--- config.mk ---
export PLATFORM = sky130hd
export DESIGN_NAME = hashed_timer_wheel
export DESIGN_NICKNAME = d
export VERILOG_FILES = /design/src/rtl/core/htw_pkg.sv /design/src/rtl/core/htw_ram.sv /design/src/rtl/core/hashed_timer_wheel.sv
export VERILOG_INCLUDE_DIRS = /design/src /design/src/rtl/core
export SDC_FILE = /design/constraint.sdc
export NUM_CORES = 1
export LEC_CHECK = 0
export BUFFER_PORTS_ARGS = -buffer_cell sky130_fd_sc_hd__buf_2
export CORE_ASPECT_RATIO = 1.1
export CORE_MARGIN = 2
export CORE_UTILIZATION = 35
export DETAILED_ROUTE_END_ITERATION = 16
export GPL_TIMING_DRIVEN = 1
export PLACE_DENSITY = 0.56
export SLEW_MARGIN = 25
export SYNTH_ARGS = -nofsm -noshare
export SYNTH_HDL_FRONTEND = slang
export SYNTH_SLANG_ARGS = --single-unit
--- constraint.sdc ---
create_clock -name clk -period 5.34 [get_ports clk]
set_input_delay 0.801 -clock clk [delete_from_list [all_inputs] [get_ports clk]]
set_output_delay 0.801 -clock clk [all_outputs]
set_load 0.01 [all_outputs]
--- src/rtl/core/hashed_timer_wheel_macros.svh ---
// Assertion macros used by the hashed timer wheel RTL.
`ifndef HASHED_TIMER_WHEEL_MACROS_SVH
`define HASHED_TIMER_WHEEL_MACROS_SVH
`ifndef ASSERT_OFF
// Checked at every clock edge outside reset.
`define HTW_ASSERT(label, clk, rst_n, prop, msg) \
	label: assert property (@(posedge clk) disable iff (!rst_n) prop) else $error(msg);
// Checked at every clock edge, reset included.
`define HTW_ASSERT_ALWAYS(label, clk, prop, msg) \
	label: assert property (@(posedge clk) prop) else $error(msg);
`else
`define HTW_ASSERT(label, clk, rst_n, prop, msg)
`define HTW_ASSERT_ALWAYS(label, clk, prop, msg)
`endif
`endif

--- src/rtl/core/htw_pkg.sv ---
// Shared constants and transaction types of the hashed timer wheel.
`timescale 1ns / 1ps
`default_nettype none
package htw_pkg;
	localparam int WHEEL_BITS = 5;
	localparam int NUM_TIMERS = 32;
	localparam int DELAY_BITS = 24;
	localparam int ROUND_BITS = DELAY_BITS - WHEEL_BITS;
	localparam int ID_BITS    = 5;
	localparam int IDX_BITS   = (NUM_TIMERS > 1) ? $clog2(NUM_TIMERS) : 1;
	localparam int CNT_BITS   = $clog2(NUM_TIMERS + 1);
	localparam int ENTRY_BITS = WHEEL_BITS + ROUND_BITS;

	localparam logic [1:0] MODE_TICK  = 2'd0;
	localparam logic [1:0] MODE_START = 2'd1;
	localparam logic [1:0] MODE_STOP  = 2'd2;

	localparam logic [1:0] KIND_EXPIRE = 2'd0;
	localparam logic [1:0] KIND_START  = 2'd1;
	localparam logic [1:0] KIND_STOP   = 2'd2;

	typedef struct packed {
		logic [1:0]            mode;
		logic [ID_BITS-1:0]    timer_id;
		logic [DELAY_BITS-1:0] delay_ticks;
	} cmd_t;

	typedef struct packed {
		logic [1:0]         kind;
		logic [ID_BITS-1:0] timer_id_res;
		logic               was_pending;
		logic               last;
	} evt_t;
endpackage
`default_nettype wire

--- src/rtl/core/htw_ram.sv ---
// Generic single-write, single-read RAM with a registered read port.
`timescale 1ns / 1ps
`default_nettype none
module htw_ram #(
	parameter int WIDTH = 8,
	parameter int DEPTH = 32
) (
	input  wire logic                     clk,
	input  wire logic                     we,
	input  wire logic [$clog2(DEPTH)-1:0] waddr,
	input  wire logic [WIDTH-1:0]         wdata,
	input  wire logic                     re,
	input  wire logic [$clog2(DEPTH)-1:0] raddr,
	output logic      [WIDTH-1:0]         rdata
);
	logic [WIDTH-1:0] mem [DEPTH];

	always_ff @(posedge clk) begin
		if (we) begin
			mem[waddr] <= wdata;
		end
		if (re) begin
			rdata <= mem[raddr];
		end
	end
endmodule
`default_nettype wire

--- src/rtl/core/hashed_timer_wheel.sv ---
// Top level of the hashed timer wheel: command decode, slot scan and result output.
//
//   Channel  Dir  Handshake           Payload
//   cmd      in   cmd_valid/cmd_stall cmd   (mode, timer_id, delay_ticks)
//   evt      out  evt_valid/evt_stall evt   (kind, timer_id_res, was_pending, last)
//
// A start or stop is written to the output register from S_EXEC once the register is free, and
// no further command is accepted before that.
// During a tick the scan reads one timer entry per cycle from the entry RAM, unless frozen
// by a stall on evt, and writes back decremented round counts behind the read.
// One command is in flight at a time; the next is accepted once the scan or update is done,
// even while the last result still waits in the output register.
// A stall on evt freezes the scan when a further expiry must be pushed out.
// Reset clears the tick count, all armed flags and the output register; no RAM sweep is needed.
`timescale 1ns / 1ps
`default_nettype none
`include "hashed_timer_wheel_macros.svh"
module hashed_timer_wheel (
	input  wire logic          clk,
	input  wire logic          arst_n,
	input  wire logic          cmd_valid,
	output logic               cmd_stall,
	input  wire htw_pkg::cmd_t cmd,
	output logic               evt_valid,
	input  wire logic          evt_stall,
	output htw_pkg::evt_t      evt
);
	import htw_pkg::*;

	typedef enum logic [1:0] {
		S_IDLE,
		S_EXEC,
		S_SCAN,
		S_FLUSH
	} state_t;

	state_t                state_q;
	cmd_t                  cmd_q;
	logic [WHEEL_BITS-1:0] tick_q;
	logic [NUM_TIMERS-1:0] pending_q;
	logic                  out_valid_q;
	evt_t                  out_q;
	logic                  held_v_q;
	logic [IDX_BITS-1:0]   held_id_q;
	logic [CNT_BITS-1:0]   rd_idx_q;
	logic                  v_s1;
	logic [IDX_BITS-1:0]   idx_s1;

	logic                  out_free;
	logic                  out_load;
	logic                  id_ok;
	logic [IDX_BITS-1:0]   cmd_idx;
	logic [DELAY_BITS-1:0] delay_m1;
	logic [WHEEL_BITS-1:0] start_slot;
	logic [ENTRY_BITS-1:0] rdata;
	logic [WHEEL_BITS-1:0] rd_slot;
	logic [ROUND_BITS-1:0] rd_rounds;
	logic                  hit;
	logic                  expire;
	logic                  freeze;
	logic                  rd_more;
	logic                  ram_we;
	logic [IDX_BITS-1:0]   ram_waddr;
	logic [ENTRY_BITS-1:0] ram_wdata;
	logic                  ram_re;

	assign out_free   = !out_valid_q || !evt_stall;
	assign id_ok      = {1'b0, cmd_q.timer_id} < (ID_BITS + 1)'(NUM_TIMERS);
	assign cmd_idx    = IDX_BITS'(cmd_q.timer_id);
	assign delay_m1   = (cmd_q.delay_ticks == '0) ? '0 : cmd_q.delay_ticks - 1'b1;
	assign start_slot = tick_q + delay_m1[WHEEL_BITS-1:0] + 1'b1;

	assign rd_slot   = rdata[ENTRY_BITS-1:ROUND_BITS];
	assign rd_rounds = rdata[ROUND_BITS-1:0];
	assign hit       = v_s1 && pending_q[idx_s1] && (rd_slot == tick_q);
	assign expire    = hit && (rd_rounds == '0);
	// A second expiry must push the held one out; wait for room in the output register.
	assign freeze    = expire && held_v_q && !out_free;
	assign rd_more   = rd_idx_q < CNT_BITS'(NUM_TIMERS);
	assign ram_re    = (state_q == S_SCAN) && !freeze && rd_more;

	// The output register takes a new transaction in exactly these cases.
	assign out_load = ((state_q == S_EXEC) && out_free &&
			((cmd_q.mode == MODE_START) || (cmd_q.mode == MODE_STOP))) ||
		((state_q == S_SCAN) && !freeze && expire && held_v_q) ||
		((state_q == S_FLUSH) && held_v_q && out_free);

	always_comb begin
		ram_we    = 1'b0;
		ram_waddr = cmd_idx;
		ram_wdata = {start_slot, delay_m1[DELAY_BITS-1:WHEEL_BITS]};
		if (state_q == S_EXEC) begin
			ram_we = (cmd_q.mode == MODE_START) && id_ok && out_free;
		end else if (state_q == S_SCAN) begin
			ram_we    = hit && !expire;
			ram_waddr = idx_s1;
			ram_wdata = {rd_slot, rd_rounds - 1'b1};
		end
	end

	htw_ram #(
		.WIDTH(ENTRY_BITS),
		.DEPTH(NUM_TIMERS)
	) u_entry_ram (
		.clk  (clk),
		.we   (ram_we),
		.waddr(ram_waddr),
		.wdata(ram_wdata),
		.re   (ram_re),
		.raddr(rd_idx_q[IDX_BITS-1:0]),
		.rdata(rdata)
	);

	always_ff @(posedge clk or negedge arst_n) begin
		if (!arst_n) begin
			state_q     <= S_IDLE;
			cmd_q       <= '0;
			tick_q      <= '0;
			pending_q   <= '0;
			out_valid_q <= 1'b0;
			out_q       <= '0;
			held_v_q    <= 1'b0;
			held_id_q   <= '0;
			rd_idx_q    <= '0;
			v_s1        <= 1'b0;
			idx_s1      <= '0;
		end else begin
			if (out_load) begin
				out_valid_q <= 1'b1;
			end else if (evt_valid && !evt_stall) begin
				out_valid_q <= 1'b0;
			end
			unique case (state_q)
				S_IDLE: begin
					if (cmd_valid) begin
						cmd_q   <= cmd;
						state_q <= S_EXEC;
					end
				end
				S_EXEC: begin
					case (cmd_q.mode) inside
						MODE_TICK: begin
							tick_q   <= tick_q + 1'b1;
							rd_idx_q <= '0;
							v_s1     <= 1'b0;
							state_q  <= S_SCAN;
						end
						MODE_START, MODE_STOP: begin
							if (out_free) begin
								out_q.kind         <= cmd_q.mode;
								out_q.timer_id_res <= cmd_q.timer_id;
								out_q.was_pending  <= id_ok && pending_q[cmd_idx];
								out_q.last         <= 1'b1;
								if (id_ok) begin
									pending_q[cmd_idx] <= (cmd_q.mode == MODE_START);
								end
								state_q <= S_IDLE;
							end
						end
						default: begin
							state_q <= S_IDLE;
						end
					endcase
				end
				S_SCAN: begin
					if (!freeze) begin
						v_s1   <= rd_more;
						idx_s1 <= rd_idx_q[IDX_BITS-1:0];
						if (rd_more) begin
							rd_idx_q <= rd_idx_q + 1'b1;
						end
						if (expire) begin
							pending_q[idx_s1] <= 1'b0;
							held_v_q          <= 1'b1;
							held_id_q         <= idx_s1;
							if (held_v_q) begin
								out_q.kind         <= KIND_EXPIRE;
								out_q.timer_id_res <= ID_BITS'(held_id_q);
								out_q.was_pending  <= 1'b0;
								out_q.last         <= 1'b0;
							end
						end
						if (!rd_more && !v_s1) begin
							state_q <= S_FLUSH;
						end
					end
				end
				S_FLUSH: begin
					// The final expiry of the tick is only known once the scan is over.
					if (!held_v_q) begin
						state_q <= S_IDLE;
					end else if (out_free) begin
						out_q.kind         <= KIND_EXPIRE;
						out_q.timer_id_res <= ID_BITS'(held_id_q);
						out_q.was_pending  <= 1'b0;
						out_q.last         <= 1'b1;
						held_v_q           <= 1'b0;
						state_q            <= S_IDLE;
					end
				end
				default: begin
					state_q <= S_IDLE;
				end
			endcase
		end
	end

	assign cmd_stall = (state_q != S_IDLE);
	assign evt_valid = out_valid_q;
	assign evt       = out_q;

	`HTW_ASSERT(a_no_held_when_idle, clk, arst_n, !((state_q == S_IDLE) && held_v_q), "held expiry left behind at end of tick")
	`HTW_ASSERT(a_expire_clears_pending, clk, arst_n, (state_q == S_SCAN && expire && !freeze) |=> !pending_q[$past(idx_s1)], "expired timer still armed")
	`HTW_ASSERT(a_no_rw_same_entry, clk, arst_n, (ram_we && ram_re) |-> (ram_waddr != rd_idx_q[IDX_BITS-1:0]), "entry RAM read and written at one address")
	`HTW_ASSERT(a_evt_hold, clk, arst_n, (evt_valid && evt_stall) |=> (evt_valid && $stable(evt)), "result changed while stalled")
endmodule
`default_nettype wire
-- Word-level counts from Yosys, hierarchy flattened
Memories as Yosys holds them, arrays and structs flattened. A register that Yosys moved wholly into a read port is not among the register bits.
Index checks and enable logic that the tools add are counted.
- $add $sub $neg: 6
- multipliers: 0
- divide/modulo/power cells: 0
- order comparisons: 5
- equality and inequality tests: 18
- shift operators: 0
- muxes and demuxes: 55
- bitwise logic cells: 3
- reduce and logical (&&, ||, !) cells: 50
- operator list (kind ; number):
    $mux 32 ; 5
    $mux 24 ; 3
    $mux 9 ; 8
    $pmux 32 s2 ; 1
    $and 32x32->32 ; 1
    $bwmux 32 ; 1
    $not 32->32 ; 1
    $pmux 9 s3 ; 1
    $logic_not 24->1 ; 1
    $sub 24x1->24 const B ; 1
    $logic_and 1x1->1 ; 19
    $logic_not 19->1 ; 1
    $sub 19x1->19 const B ; 1
    $mux 6 ; 3
    $ne 2x2->1 const B ; 9
    $mux 1 ; 16
    $mux 2 ; 7
    $lt 5x6->1 const B ; 2
    $pmux 6 s2 ; 1
    $reduce_and 3->1 ; 4
    $add 5x1->5 const B ; 2
    $bmux 1 s5 ; 2
    $demux 1 s5 ; 2
    $ge 5x1->1 const B ; 2
    other kinds (21) ; 43
- bits in registers: 98
- bits in latches: 0
- RAM bits: 768
- memory bits (read-only): 0
- input bits: 35
- output and inout port bits: 11
- memories: 1
- memory list (name ; depth ; width ; rd ports ; clocked after Yosys merged registers in ; write ports ; RTL line ; RTL):
    u_entry_ram.mem ; 32 ; 24 ; 1 ; 1 ; 1 ; htw_ram.sv:16 ; logic [WIDTH-1:0] mem [DEPTH];

-- Depth between registers and ports, before layout
- word-level depth: 14
- depth in mapped cells: 13
- gate-level depth less buffers: 13

-- Cells and area by module
A second synthesis with hierarchy kept.
- cells, all modules: 2388
- area, all modules: 37556.0 sq um
- by module, submodules not included (module ; instances ; cells each ; area each (sq um) ; seq. area each (sq um)):
    htw_ram ; 1 ; 1711 ; 30720.7 ; 23782.8
    hashed_timer_wheel ; 1 ; 677 ; 6835.3 ; 2452.4

-- Worst setup path before layout
Ideal clock, no wire load.
- path type: register -> register
- start point: reg cmd_q[17] (netlist bit)
- end point: mem u_entry_ram.mem[0][23] (netlist bit), data pin
- library setup time: 0.377 ns
- arrival time: 3.549 ns
- required time: 4.963 ns
- path slack: 1.414 ns
- stages on the path, launching flop included: 12
- path buffers: 1
- path through: dfrtp_1 > or4_1 > nor4b_1 > and4_1 > buf_2 > nor2_1 > ha_1 > a21o_1 > a21oi_1 > xnor2_1 > xnor2_1 > a21oi_1
- cells in the longest elaborated chain, start to end: 6
- RTL lines (what ; RTL line ; RTL):
    start: declaration ; hashed_timer_wheel.sv:38 ; cmd_t cmd_q;
    start signal: assignment ; hashed_timer_wheel.sv:136 ; cmd_q <= cmd;
    $logic_not 24->1 (*) ; hashed_timer_wheel.sv:70 ; assign delay_m1 = (cmd_q.delay_ticks == '0) ? '0 : cmd_q.delay_ticks - 1'b1;
    $mux 24 (*) ; hashed_timer_wheel.sv:70 ;
    $add 5x5->5 (*) ; hashed_timer_wheel.sv:71 ; assign start_slot = tick_q + delay_m1[WHEEL_BITS-1:0] + 1'b1;
    $add 5x1->5 (*) ; hashed_timer_wheel.sv:71 ;
    $mux 24 ; hashed_timer_wheel.sv:94 ; end else if (state_q == S_SCAN) begin
    $mux 24 (*) ; hashed_timer_wheel.sv:92 ; if (state_q == S_EXEC) begin
    via ram_wdata[23] ; hashed_timer_wheel.sv:64 ; logic [ENTRY_BITS-1:0] ram_wdata;
    end: declaration ; htw_ram.sv:16 ;
The timed path passes the listed nets; every way through them passes the cells marked *.

-- Worst setup path in the final report
- start point: reg idx_s1[2]
- end point: mem u_entry_ram.mem[7][20] (netlist bit) (enable)
- cells in the longest elaborated chain, start to end: 11
- elaborated cells between the ends (all ways): 13
- RTL lines (what ; RTL line ; RTL):
    start: declaration ; hashed_timer_wheel.sv:47 ; logic [IDX_BITS-1:0] idx_s1;
    start signal: assignment ; hashed_timer_wheel.sv:168 ; idx_s1 <= rd_idx_q[IDX_BITS-1:0];
    $bmux 1 s5 ; hashed_timer_wheel.sv:75 ; assign hit = v_s1 && pending_q[idx_s1] && (rd_slot == tick_q);
    $mux 1 (implied by the code) ; hashed_timer_wheel.sv:75 ;
    $logic_and 1x1->1 (2 in a row) ; hashed_timer_wheel.sv:75 ;
    $logic_and 1x1->1 ; hashed_timer_wheel.sv:76 ; assign expire = hit && (rd_rounds == '0);
    $logic_not 1->1 ; hashed_timer_wheel.sv:95 ; ram_we = hit && !expire;
    $logic_and 1x1->1 ; hashed_timer_wheel.sv:95 ;
    $mux 1 ; hashed_timer_wheel.sv:94 ;
    $mux 1 ; hashed_timer_wheel.sv:92 ;
    $mux 1 ; htw_ram.sv:19 ; if (we) begin
    $mux 1 (implied by the code) ; htw_ram.sv:20 ; mem[waddr] <= wdata;
Parallel ways exist; a longest one is shown, timed or not. The select of a mux whose other input is x is not followed.

==> key figures <==
Status
  – Status: finished, final reports clean

Final layout
  – Most frequent cells in the layout: edfxtp_1, mux4_2, clkbuf_16
  – Antenna Cells: 0
  – Util after Layout: 0.407
  – Most common cell after layout, fill and taps aside: edfxtp_1
  – Area growth from synthesis to layout: 15.2%
  – Final #Nets: approximately 2.0k
  – Final Cell Area: between 40000 and 50000 µm²
  – Share of cells above drive strength 1: 0.319

Clock tree
  – Post-CTS sizing: 0
  – Clock slew at reported path FFs: 0.06 ns
  – CTS Sinks: just under 900
  – Root buf cell: clkbuf_16
  – Clock Path Buffers: 3
  – Worst skew pair latency: 0.67 ns
  – Max H-tree Level: 3
  – Clock buffer count from CTS: 94
  – Cts hold-fix bufs: 0
  – CTS tree: yes
  – Postcts setup bufs: 0

Detailed routing
  – DRC: 0
  – Drt first pass iters: 5
  – Post-route ant nets: 0
  – Vias: approximately 19k
  – 1st-iter DRT viols: around 1.9k
  – Drt total wl: 93900 µm
  – WL/cell: around 27 µm
  – Vias per cell: roughly 5.5

Worst setup path
  – Crit-path max FO: 28
  – Slowest stage cell, crit path: dfrtp_1
  – Req. time, crit path: between 5 and 6 ns
  – Slowest stage delay, CP: 0.81 ns
  – Crit start category: flip-flop
  – Crit-path cells: or3b_1 > o221ai_2 > a22oi_2 > a21oi_1 > a41oi_2 > nor2_4 > buf_4
  – Worst EP arrival: 4.78 ns
  – Kind of end point of the critical path: flip-flop
  – WS Path Type: flip-flop to flip-flop

Power
  – Max rail drop VDD: approximately 0.38 mV
  – Leak Pwr: ~0.013 µW
  – Pwr dens: between 500 and 600 nW/µm²

Global routing
  – Vias in the first global route: just under 20k
  – Antenna violations before repair: 2
  – Total global routing overflow: 0
  – All-Layer GR Usage: 0.176
  – Largest net degree at the start of global routing: between 60 and 70
  – Global-route wire length before repair: approximately 140000 µm

Die
  – # rows: about 120
  – Core box area: 104000 µm²
  – Ports: 46
  – Die W: 313 µm
  – Chip height: between 300 and 400 µm
  – Initial core utilization: 0.353
  – Die ar.: between 100000 and 150000 µm²

STA
  – Final setup skew: just over 0.03 ns
  – Final setup vio count: 0
  – RSZ-0062 raised after global routing: no
  – Period utilisation layout: 0.836
  – Fmax: between 200 and 250 MHz
  – Hold Slack: 0.158 ns
  – Crit path time final: between 4 and 5 ns
  – Hold Violations, Final: 0
  – Slew @ Worst Pin: between 1 and 1.5 ns
  – Rel. slew slack: 0.280
  – Setup TNS: 0 ns
  – Slew Limit Fails: 0
  – Final WS setup: roughly 0.87 ns

Hold path
  – HP Class: input pin to async pin

Yosys
  – Mapped cell area: approximately 37000 µm²
  – Sequential area share after synthesis: 0.714
  – Cell variety after synth: between 60 and 70
  – Syn Nets: 1901
  – #FFs+latches synth: 890
  – Avg Inst Size Synth: a little under 20 µm²
  – Dominant synthesized flop cell: edfxtp_1
  – Post-synthesis async set-or-reset flop share: 0.110
  – Cells after Synth: approximately 1.8k
  – EDFF count, synth: ~790
  – Synth warn: 0

Placement
  – Port Buffer Count: between 40 and 50
  – Post-DP Area: 39200 µm²
  – Placer Congestion: ~0.85
  – Post-Place Setup Slack: 0.879 ns
  – DP Wirelength: approximately 56000 µm

Flow run
  – Max-cap violation count: 0
[registers in the layout, summed over array words and instances (netlist names), 5 cells and up]
register / flops
evt: 9
cmd_q: 26
idx_s1: 5
cmd_idx: 5
rd_idx_q: 6
u_entry_ram.rdata: 24
held_id_q: 5
tick_q: 5
u_entry_ram.mem: 768
pending_q: 32
[through the flow]
stage | power [µW] | std cells
floorplan | 14400 | 1847
global placement | 16500 | 3246
detailed placement | 16700 | 3246
CTS | 23100 | 3420
global route | 23900 | 3422
finish | 23000 | 3422
[kinds of logic (layout without fill, tap and decap cells)]
| kind of cell | count (synthesis) | in the layout | synth area share |
|---|---|---|---|
| and+or+nand+nor | 230 | 230 | 0.0328 |
| muxes | 350 | 350 | 0.184 |
| xor gates and xnor gates | 46 | 46 | 0.0110 |
| DFF | 890 | 890 | 0.714 |
| AOI/OAI and AO/OA | 187 | 187 | 0.0351 |
| adders and majority gates | 19 | 19 | 0.00668 |
| buffers and inverters | 125 | 314 | 0.0161 |
[power by group]
group,leakage [µW],total (µW),switching (µW),internal [µW]
registers,0.00837,10500,607,9900
clock network,0.00145,6360,2720,3640
logic,0.00333,6080,3860,2220
[cell type report]
type | instances | area (µm²)
Fill cell | 9187 | 61700
Multi-Input combinational cell | 832 | 10400
Timing Repair Buffer | 115 | 856
Sequential cell | 890 | 26300
Inverter | 25 | 93.8
Tap cell | 1386 | 1730
Clock buffer | 122 | 2530
Clock inverter | 52 | 450
[synth_stat cells, types with 12 or more instances]
cell,number,area share
edfxtp_1,792,0.65
mux2i_1,24,0.0065
buf_2,25,0.0034
a221oi_1,32,0.0076
mux4_2,248,0.15
nand2b_1,12,0.0020
xor2_1,17,0.0041
dfrtp_1,98,0.067
xnor2_1,29,0.0069
o22ai_1,13,0.0022
mux2_2,63,0.019
nor3_1,16,0.0022
nand2_1,46,0.0047
o21ai_0,47,0.0064
clkbuf_1,47,0.0048
nand3_1,17,0.0023
buf_1,18,0.0018
mux2_4,15,0.0061
ha_1,18,0.0061
nor2_1,72,0.0074
a21oi_1,47,0.0064
inv_1,24,0.0025
[metal layers]
metal,vias to the layer above,global-route usage,wire [µm]
met2,602,0.292,46500
met5,-,0,0
li1,7885,-,-
met3,118,0.0240,4700
met4,0,0.0466,1940
met1,10217,0.243,40800
[worst max-delay path, delay by kind of cell, from the launching register on]
| kind | cells | cell delay (ns) |
|---|---|---|
| buffers and inverters | 1 | 0.43 |
| DFF | 1 | 0.81 |
| and+or+nand+nor | 2 | 1.20 |
| AOI/OAI and AO/OA | 4 | 1.64 |
[worst paths after layout]
kind                                   start                endpoint  slack [ns]  cells past startpoint
worst max register to register     idx_s1[2]  u_entry_ram.mem[7][20]        0.87                      7
worst max-delay path               idx_s1[2]  u_entry_ram.mem[7][20]        0.87                      7
worst min-delay path                  arst_n                  evt[4]        0.16                      1
max in group asynchronous             arst_n               idx_s1[1]        3.92                      2
min in group clk                     cmd[27]              cmd_idx[3]        0.37                      2
worst min register to register  held_id_q[1]            held_id_q[1]        0.51                      1
No activity file was read; power rests on OpenSTA's default activity.
